$ cat src/hw/rtl/hsv2rgb_pkg.sv
// ----------------------------------------------------------------------------
// HSV to RGB converter package
// Fixed widths, arithmetic constants and the hue sector type shared by the
// converter core.
// ----------------------------------------------------------------------------
package hsv2rgb_pkg;

    // Widths of the pixel words.
    localparam int HUE_WIDTH  = 15;
    localparam int CHAN_WIDTH = 8;

    // Full scale of a channel, saturation or brightness word.
    localparam int CHAN_MAX = 255;

    // Coarse hue steps of four degrees: per turn and per 60-degree sector.
    localparam int STEPS_TURN   = 90;
    localparam int STEPS_SECTOR = 15;
    localparam int SECTOR_DEG   = 60;

    // All three channel numerators are scaled so that they divide by 255 * 15.
    localparam int NUM_WIDTH   = 20;
    localparam int CHAN_DIVSR  = CHAN_MAX * STEPS_SECTOR;

    // Rounded-up reciprocal of the channel divisor. With numerators below
    // 2^20 and a divisor below 2^12, a shift of 32 gives exact quotients.
    localparam int RECIP_SHIFT = 32;
    localparam int RECIP_WIDTH = 21;
    localparam logic [RECIP_WIDTH-1:0] CHAN_RECIP =
        RECIP_WIDTH'(((64'd1 << RECIP_SHIFT) / 64'(CHAN_DIVSR)) + 64'd1);

    // Pipeline stages from an accepted word to its result strobe.
    localparam int PIPE_DEPTH = 6;

    // The six 60-degree sectors of the hue circle.
    typedef enum logic [2:0] {
        SEC_RED_YEL = 3'd0,
        SEC_YEL_GRN = 3'd1,
        SEC_GRN_CYN = 3'd2,
        SEC_CYN_BLU = 3'd3,
        SEC_BLU_MAG = 3'd4,
        SEC_MAG_RED = 3'd5
    } t_sector;

endpackage

$ cat src/hw/rtl/hsv_to_rgb_converter_core.sv
// ----------------------------------------------------------------------------
// HSV to RGB converter core
// Accepted words run through a six-stage pipeline to their result strobe;
// one word is taken in every cycle while busy is low. The result is strobed
// for one cycle only, as the receiver cannot stall. busy is high only during
// the synchronous reset, which empties the pipeline, and the cycle after it.
// ----------------------------------------------------------------------------
module hsv_to_rgb_converter_core #(
    parameter int HUE_FRAC_BITS = 6
) (
    input  logic                               i_clk,
    input  logic                               i_rst_n,
    input  logic                               start,
    output logic                               busy,
    input  logic [hsv2rgb_pkg::HUE_WIDTH-1:0]  i_hue,
    input  logic [hsv2rgb_pkg::CHAN_WIDTH-1:0] i_saturation,
    input  logic [hsv2rgb_pkg::CHAN_WIDTH-1:0] i_brightness,
    output logic                               o_strobe,
    output logic [hsv2rgb_pkg::CHAN_WIDTH-1:0] o_red,
    output logic [hsv2rgb_pkg::CHAN_WIDTH-1:0] o_green,
    output logic [hsv2rgb_pkg::CHAN_WIDTH-1:0] o_blue
);

    localparam int CW = hsv2rgb_pkg::CHAN_WIDTH;
    localparam int NW = hsv2rgb_pkg::NUM_WIDTH;
    localparam int PD = hsv2rgb_pkg::PIPE_DEPTH;

    // Low hue bits below one four-degree step, and the coarse hue width.
    localparam int SH = HUE_FRAC_BITS + 2;
    localparam int HW = hsv2rgb_pkg::HUE_WIDTH - SH;

    // Rounded-up reciprocal of the steps per turn, exact for HW-bit values.
    localparam int S1 = HW + 7;
    localparam logic [S1-1:0] TURN_RECIP =
        S1'(((64'd1 << S1) / 64'(hsv2rgb_pkg::STEPS_TURN)) + 64'd1);

    // Remainder within a sector, its divisor and the full q/t denominator.
    localparam int RW        = SH + 4;
    localparam int SEC_DIV   = hsv2rgb_pkg::SECTOR_DEG << HUE_FRAC_BITS;
    localparam logic [RW-1:0]   SEC_SIZE = RW'(SEC_DIV);
    localparam logic [RW+7:0]   DEN      = (RW + 8)'(hsv2rgb_pkg::CHAN_MAX * SEC_DIV);
    localparam logic [hsv2rgb_pkg::HUE_WIDTH-1:0] HUE_SEC0_END =
        hsv2rgb_pkg::HUE_WIDTH'(SEC_DIV);

    // Pipeline control.
    logic          r_busy;
    logic [PD-1:0] r_vld;

    // Stage 1: coarse hue and its quotient by the steps per turn.
    logic [HW+S1-1:0] n_turn_prod;
    logic [HW-1:0]    r_h1;
    logic [HW-1:0]    r_k1;
    logic [SH-1:0]    r_lo1;
    logic [CW-1:0]    r_s1;
    logic [CW-1:0]    r_v1;

    // Stage 2: sector and remainder within the sector.
    logic [HW+6:0]           n_m_full;
    logic [6:0]              n_m;
    logic [6:0]              n_base;
    hsv2rgb_pkg::t_sector    n_sec;
    logic [3:0]              n_r15;
    hsv2rgb_pkg::t_sector    r_sec2;
    logic [RW-1:0]           r_rem2;
    logic [CW-1:0]           r_s2;
    logic [CW-1:0]           r_v2;

    // Stage 3: saturation products and the p numerator.
    logic [RW-1:0]           n_dr;
    logic [2*CW-1:0]         n_vs;
    hsv2rgb_pkg::t_sector    r_sec3;
    logic [RW+7:0]           r_xq3;
    logic [RW+7:0]           r_xt3;
    logic [NW-1:0]           r_pn3;
    logic [CW-1:0]           r_v3;

    // Stage 4: q and t numerators over the common divisor.
    logic [RW+15:0]          n_q_full;
    logic [RW+15:0]          n_t_full;
    hsv2rgb_pkg::t_sector    r_sec4;
    logic [NW-1:0]           r_qn4;
    logic [NW-1:0]           r_tn4;
    logic [NW-1:0]           r_pn4;
    logic [CW-1:0]           r_v4;

    // Stage 5: channel quotients.
    logic [NW+hsv2rgb_pkg::RECIP_WIDTH-1:0] n_p_prod;
    logic [NW+hsv2rgb_pkg::RECIP_WIDTH-1:0] n_q_prod;
    logic [NW+hsv2rgb_pkg::RECIP_WIDTH-1:0] n_t_prod;
    hsv2rgb_pkg::t_sector    r_sec5;
    logic [CW-1:0]           r_p5;
    logic [CW-1:0]           r_q5;
    logic [CW-1:0]           r_t5;
    logic [CW-1:0]           r_v5;

    // Stage 6: output channels.
    logic [CW-1:0]           r_red;
    logic [CW-1:0]           r_green;
    logic [CW-1:0]           r_blue;

    // Busy covers the reset cycles and the cycle after, valid bits shift on.
    always_ff @(posedge i_clk) begin
        if (!i_rst_n) begin
            r_busy <= 1'b1;
            r_vld  <= '0;
        end else begin
            r_busy <= 1'b0;
            r_vld  <= {r_vld[PD-2:0], start & ~r_busy};
        end
    end

    assign busy     = r_busy;
    assign o_strobe = r_vld[PD-1];

    // The coarse hue divided by the steps per turn, by reciprocal multiply.
    assign n_turn_prod = (HW + S1)'(i_hue[hsv2rgb_pkg::HUE_WIDTH-1:SH])
                       * (HW + S1)'(TURN_RECIP);

    always_ff @(posedge i_clk) begin
        r_h1  <= i_hue[hsv2rgb_pkg::HUE_WIDTH-1:SH];
        r_k1  <= n_turn_prod[HW+S1-1:S1];
        r_lo1 <= i_hue[SH-1:0];
        r_s1  <= i_saturation;
        r_v1  <= i_brightness;
    end

    // The hue wraps to one turn, then the sector is found by comparison.
    assign n_m_full = (HW + 7)'(r_h1)
                    - (HW + 7)'(r_k1) * (HW + 7)'(hsv2rgb_pkg::STEPS_TURN);
    assign n_m      = n_m_full[6:0];

    always_comb begin
        priority if (n_m >= 7'd75) begin
            n_sec  = hsv2rgb_pkg::SEC_MAG_RED;
            n_base = 7'd75;
        end else if (n_m >= 7'd60) begin
            n_sec  = hsv2rgb_pkg::SEC_BLU_MAG;
            n_base = 7'd60;
        end else if (n_m >= 7'd45) begin
            n_sec  = hsv2rgb_pkg::SEC_CYN_BLU;
            n_base = 7'd45;
        end else if (n_m >= 7'd30) begin
            n_sec  = hsv2rgb_pkg::SEC_GRN_CYN;
            n_base = 7'd30;
        end else if (n_m >= 7'd15) begin
            n_sec  = hsv2rgb_pkg::SEC_YEL_GRN;
            n_base = 7'd15;
        end else begin
            n_sec  = hsv2rgb_pkg::SEC_RED_YEL;
            n_base = 7'd0;
        end
    end

    assign n_r15 = 4'(n_m - n_base);

    always_ff @(posedge i_clk) begin
        r_sec2 <= n_sec;
        r_rem2 <= {n_r15, r_lo1};
        r_s2   <= r_s1;
        r_v2   <= r_v1;
    end

    // Saturation times the fraction and its complement; p numerator times 15.
    assign n_dr = SEC_SIZE - r_rem2;
    assign n_vs = (2 * CW)'(r_v2) * (2 * CW)'(8'(hsv2rgb_pkg::CHAN_MAX) - r_s2);

    always_ff @(posedge i_clk) begin
        r_sec3 <= r_sec2;
        r_xq3  <= (RW + 8)'(r_s2) * (RW + 8)'(r_rem2);
        r_xt3  <= (RW + 8)'(r_s2) * (RW + 8)'(n_dr);
        r_pn3  <= NW'({n_vs, 4'b0000}) - NW'(n_vs);
        r_v3   <= r_v2;
    end

    // Brightness times the remaining fractions; the low hue bits drop out of
    // the divisor, leaving the same divisor as for p.
    assign n_q_full = (RW + 16)'(r_v3) * (RW + 16)'(DEN - r_xq3);
    assign n_t_full = (RW + 16)'(r_v3) * (RW + 16)'(DEN - r_xt3);

    always_ff @(posedge i_clk) begin
        r_sec4 <= r_sec3;
        r_qn4  <= n_q_full[SH+NW-1:SH];
        r_tn4  <= n_t_full[SH+NW-1:SH];
        r_pn4  <= r_pn3;
        r_v4   <= r_v3;
    end

    // Truncating division by 255 * 15 through the exact reciprocal.
    assign n_p_prod = (NW + hsv2rgb_pkg::RECIP_WIDTH)'(r_pn4)
                    * (NW + hsv2rgb_pkg::RECIP_WIDTH)'(hsv2rgb_pkg::CHAN_RECIP);
    assign n_q_prod = (NW + hsv2rgb_pkg::RECIP_WIDTH)'(r_qn4)
                    * (NW + hsv2rgb_pkg::RECIP_WIDTH)'(hsv2rgb_pkg::CHAN_RECIP);
    assign n_t_prod = (NW + hsv2rgb_pkg::RECIP_WIDTH)'(r_tn4)
                    * (NW + hsv2rgb_pkg::RECIP_WIDTH)'(hsv2rgb_pkg::CHAN_RECIP);

    always_ff @(posedge i_clk) begin
        r_sec5 <= r_sec4;
        r_p5   <= n_p_prod[hsv2rgb_pkg::RECIP_SHIFT+CW-1:hsv2rgb_pkg::RECIP_SHIFT];
        r_q5   <= n_q_prod[hsv2rgb_pkg::RECIP_SHIFT+CW-1:hsv2rgb_pkg::RECIP_SHIFT];
        r_t5   <= n_t_prod[hsv2rgb_pkg::RECIP_SHIFT+CW-1:hsv2rgb_pkg::RECIP_SHIFT];
        r_v5   <= r_v4;
    end

    // The sector routes v, p, q and t to the three channels.
    always_ff @(posedge i_clk) begin
        unique case (r_sec5)
            hsv2rgb_pkg::SEC_RED_YEL: begin
                r_red <= r_v5; r_green <= r_t5; r_blue <= r_p5;
            end
            hsv2rgb_pkg::SEC_YEL_GRN: begin
                r_red <= r_q5; r_green <= r_v5; r_blue <= r_p5;
            end
            hsv2rgb_pkg::SEC_GRN_CYN: begin
                r_red <= r_p5; r_green <= r_v5; r_blue <= r_t5;
            end
            hsv2rgb_pkg::SEC_CYN_BLU: begin
                r_red <= r_p5; r_green <= r_q5; r_blue <= r_v5;
            end
            hsv2rgb_pkg::SEC_BLU_MAG: begin
                r_red <= r_t5; r_green <= r_p5; r_blue <= r_v5;
            end
            default: begin
                r_red <= r_v5; r_green <= r_p5; r_blue <= r_q5;
            end
        endcase
    end

    assign o_red   = r_red;
    assign o_green = r_green;
    assign o_blue  = r_blue;

    // Every accepted word gives its result strobe after the pipeline depth.
    a_strobe_follows: assert property (@(posedge i_clk) disable iff (!i_rst_n)
        (start && !busy) |-> ##PD o_strobe)
        else $error("accepted word gave no result strobe");

    // Zero saturation always comes out as grey.
    a_grey: assert property (@(posedge i_clk) disable iff (!i_rst_n)
        (o_strobe && $past(i_saturation == 8'd0, PD)) |->
        (o_red == o_green && o_green == o_blue))
        else $error("zero saturation did not give grey");

    // No channel exceeds the brightness of its word.
    a_bright_bound: assert property (@(posedge i_clk) disable iff (!i_rst_n)
        o_strobe |-> (o_red <= $past(i_brightness, PD)
                   && o_green <= $past(i_brightness, PD)
                   && o_blue <= $past(i_brightness, PD)))
        else $error("channel above brightness");

    // Full saturation in the red-yellow sector leaves no blue.
    a_no_blue: assert property (@(posedge i_clk) disable iff (!i_rst_n)
        (o_strobe && $past(i_saturation == 8'hFF && i_hue < HUE_SEC0_END, PD))
        |-> (o_blue == 8'd0))
        else $error("blue present in saturated red-yellow sector");

endmodule

$ cat config.mk
export PLATFORM = sky130hd
export DESIGN_NAME = hsv_to_rgb_converter_core
export DESIGN_NICKNAME = d
export VERILOG_FILES = /design/src/hw/rtl/hsv2rgb_pkg.sv /design/src/hw/rtl/hsv_to_rgb_converter_core.sv
export SDC_FILE = /design/constraint.sdc
export NUM_CORES = 2
export LEC_CHECK = 0
export BUFFER_PORTS_ARGS = -buffer_cell sky130_fd_sc_hd__buf_2
export CAP_MARGIN = 20
export CORE_ASPECT_RATIO = 2
export CORE_MARGIN = 8
export CORE_UTILIZATION = 60
export DETAILED_ROUTE_END_ITERATION = 8
export GPL_TIMING_DRIVEN = 0
export PLACE_DENSITY = 0.81
export SYNTH_ARGS = -nofsm -noshare
export SYNTH_HDL_FRONTEND = slang
export SYNTH_SLANG_ARGS = --single-unit
$ cat constraint.sdc
create_clock -name i_clk -period 9.1 [get_ports i_clk]
set_input_delay 1.82 -clock i_clk [delete_from_list [all_inputs] [get_ports i_clk]]
set_output_delay 1.82 -clock i_clk [all_outputs]
set_load 0.02 [all_outputs]
==> results.tsv <==
metric	value	unit
DR WL met3	3270	um
Worst EP arrival	8.13	ns
CTS tree	done	
Post-synth EDFFs	0	
Hold Worst Slack	0.3165	ns
# clock sinks	270	
cts repair resizes	0	
worst-margin pin slew	1.065	ns
Detailed Routing Iterations Pass 1	5	
Routed met2 length	51700	um
Fmax	131.0	MHz
critical path type	flop to flop	
Synth top cells by count	1149 x inv_1, 761 x ha_1, 630 x fa_1	
largest net degree at the start of global routing	17	
worst-skew pair later-pin latency	0.59	ns
Multi-input gate area	31580	um2
commonest register cell after synthesis	dfxtp_1	
final number of setup-violating endpoints	0	
DR vias/cell	5.455	
Nets	5945	
Crit Path Max Fanout	10	
DRC	0	
Max Used Layer	met5	
top cells by area, synth	fa_1 30%, ha_1 23%, dfxtp_1 13%, inv_1 10%, and2_1 4.1%	
outcome	completed	
Slew HR	27.15	%
Distinct cells, synth	76	
Starting Density	60.54	%
metal1 wirelength	29420	um
Final Max Tran Viols	0	
cell taking the most area after synthesis	fa_1	
gr usage total	24.49	%
Hold EP	r_s2[7]	
number of hold buffers added after cts	0	
Root Buffer Master	clkbuf_16	
final hold violations	0	
Period minus WS final	7.636	ns
r2r startpoint	r_xt3[0]	
vias in the first global route	33820	
sequential cell area fraction in the yosys report	12.99	%
path depth of the worst reg2reg path	26	
clock slew at reported path FFs	0.07	ns
Max Root-Sink Buffers	3	
total number of vias	29660	
DRT antenna net count	0	
clock buffer count from CTS	26	
Synth Register Bits	270	
most common cell in the netlist	inv_1	
CTS H-tree depth	1	
grt ovf	0	
PortBufs	59	
overall routed net length	93250	um
WP data required	9.60	ns
Die Footprint	78560	um2
num rows	136	
filler instances	5566	
R2R Path End	r_tn4[17]	
Worst Skew	0.01734	ns
synthesized instance count	4432	
hold_sp	r_s1[7]	
initial antenna violation count	2	
top cell type's share of synthesized area	30.30	%
Setup crit end kind	flop	
average routed wire per standard cell	17.15	um
Avg Synthesized Cell Area	9.391	um2
Yosys Warn Count	0	
Tcrit/Tclk final	83.91	%
unrepaired setup endpoints after global routing	no	
I/O Pins	60	
crit start category	flop	
Syn Nets	5857	
TNS Setup	0	ns
Mapped Area	41620	um2
ys async rst share	0	%
post-CTS setup buffer count	0	
GPL Wtd Cong	0.9963	
register area	5405	um2
Area growth syn-to-layout	5.573	%
worst min path class	flop to flop	
number of max-cap violations	0	
fraction of layout cells with a size suffix above 1	3.372	%
initial DRC count	1106	
total core area	68750	um2
Die Height	388.5	um
Die W	202.2	um
hold path cells	0	
DPL Wire Length	80440	um
first-pass GRT wire length	156000	um
Worst R2R Setup Slack	1.46	ns
==> metal layers <==
layer / GRT usage (%) / vias to the layer above
met5: 0 / -
met2: 48.84 / 765
met4: 20.16 / 2
li1: - / 13830
met3: 2.966 / 459
met1: 20.93 / 14610
==> flip-flops by register name, indices dropped and copies added, names as in the netlist, 12 cells and up <==
| register | cells |
|---|---|
| r_pn4 | 20 |
| r_xq3 | 19 |
| r_qn4 | 20 |
| r_pn3 | 20 |
| r_tn4 | 20 |
| r_rem2 | 12 |
| r_xt3 | 20 |
==> worst max-delay path by stage <==
stage | from | end | cells after the start | slack (ns)
2_1_floorplan | r_xt3[0] | r_tn4[17] | 26 | 2.54
3_3_place_gp | r_xt3[0] | r_tn4[17] | 26 | 1.59
3_5_place_dp | r_xt3[0] | r_tn4[17] | 26 | 1.43
4_1_cts | r_xt3[0] | r_tn4[17] | 26 | 1.43
5_1_grt | r_xt3[0] | r_tn4[17] | 26 | 1.00
6_report | r_xt3[0] | r_tn4[17] | 26 | 1.46
==> critical path, stage by stage, from the launching register on <==
cell and delay [ns]:
dfxtp_1 0.37, clkbuf_1 0.25, inv_1 0.14, ha_1 0.22, nand3_1 0.15, or3_1 0.41
a2111oi_2 0.52, and3b_1 0.27, o21ai_1 0.15, xor2_1 0.62, nand2_1 0.18, fa_1 0.56
inv_1 0.05, fa_1 0.48, fa_1 0.54, inv_1 0.05, fa_1 0.47, inv_1 0.04
ha_1 0.33, a21o_1 0.18, a21o_1 0.17, a21o_1 0.17, a21o_1 0.20, a221oi_1 0.51
o21bai_1 0.17, a21oi_1 0.20, xnor2_1 0.14
==> stage by stage <==
stage	area (um2)	utilization [%]	cells	setup slack, ns
2_1_floorplan	41620	-	4432	2.541
3_5_place_dp	43040	62.61	5389	1.430
4_1_cts	43940	63.91	5435	1.433
6_report	43940	63.92	5437	1.464
3_3_place_gp	43040	62.61	5388	1.594
5_1_grt	43940	63.91	5435	1.000
==> area by class of cell <==
cell class	instances	area share [%]
Sequential cell	270	12.30
Clock inverter	14	0.3844
Tap cell	897	2.554
Timing Repair Buffer	60	0.6834
Inverter	1149	9.815
Multi-Input combinational cell	2926	71.86
Buffer	87	0.7432
Antenna cell	2	0.01139
Clock buffer	32	1.646
==> placed cells by master (no fill, tap or decap), types with 65 or more instances in the layout <==
cell type / count
a21oi_1: 114
and2_1: 276
clkbuf_1: 85
dfxtp_1: 270
fa_1: 630
ha_1: 761
inv_1: 1149
nand2_1: 328
nor2b_1: 66
o21ai_0: 65
xnor2_1: 125
==> logic make-up after synthesis <==
kind of cell / count (synthesis) / synth area share (%)
simple gates: 918 / 11.39
fa+ha+maj: 1391 / 53.18
buf+inv: 1236 / 11.15
mux: 44 / 1.124
compound gates: 380 / 5.973
xor+xnor: 193 / 4.203
flops: 270 / 12.99
Power is not shown: default switching activity piles up to over one toggle a cycle in this logic, so the estimate is an artifact.
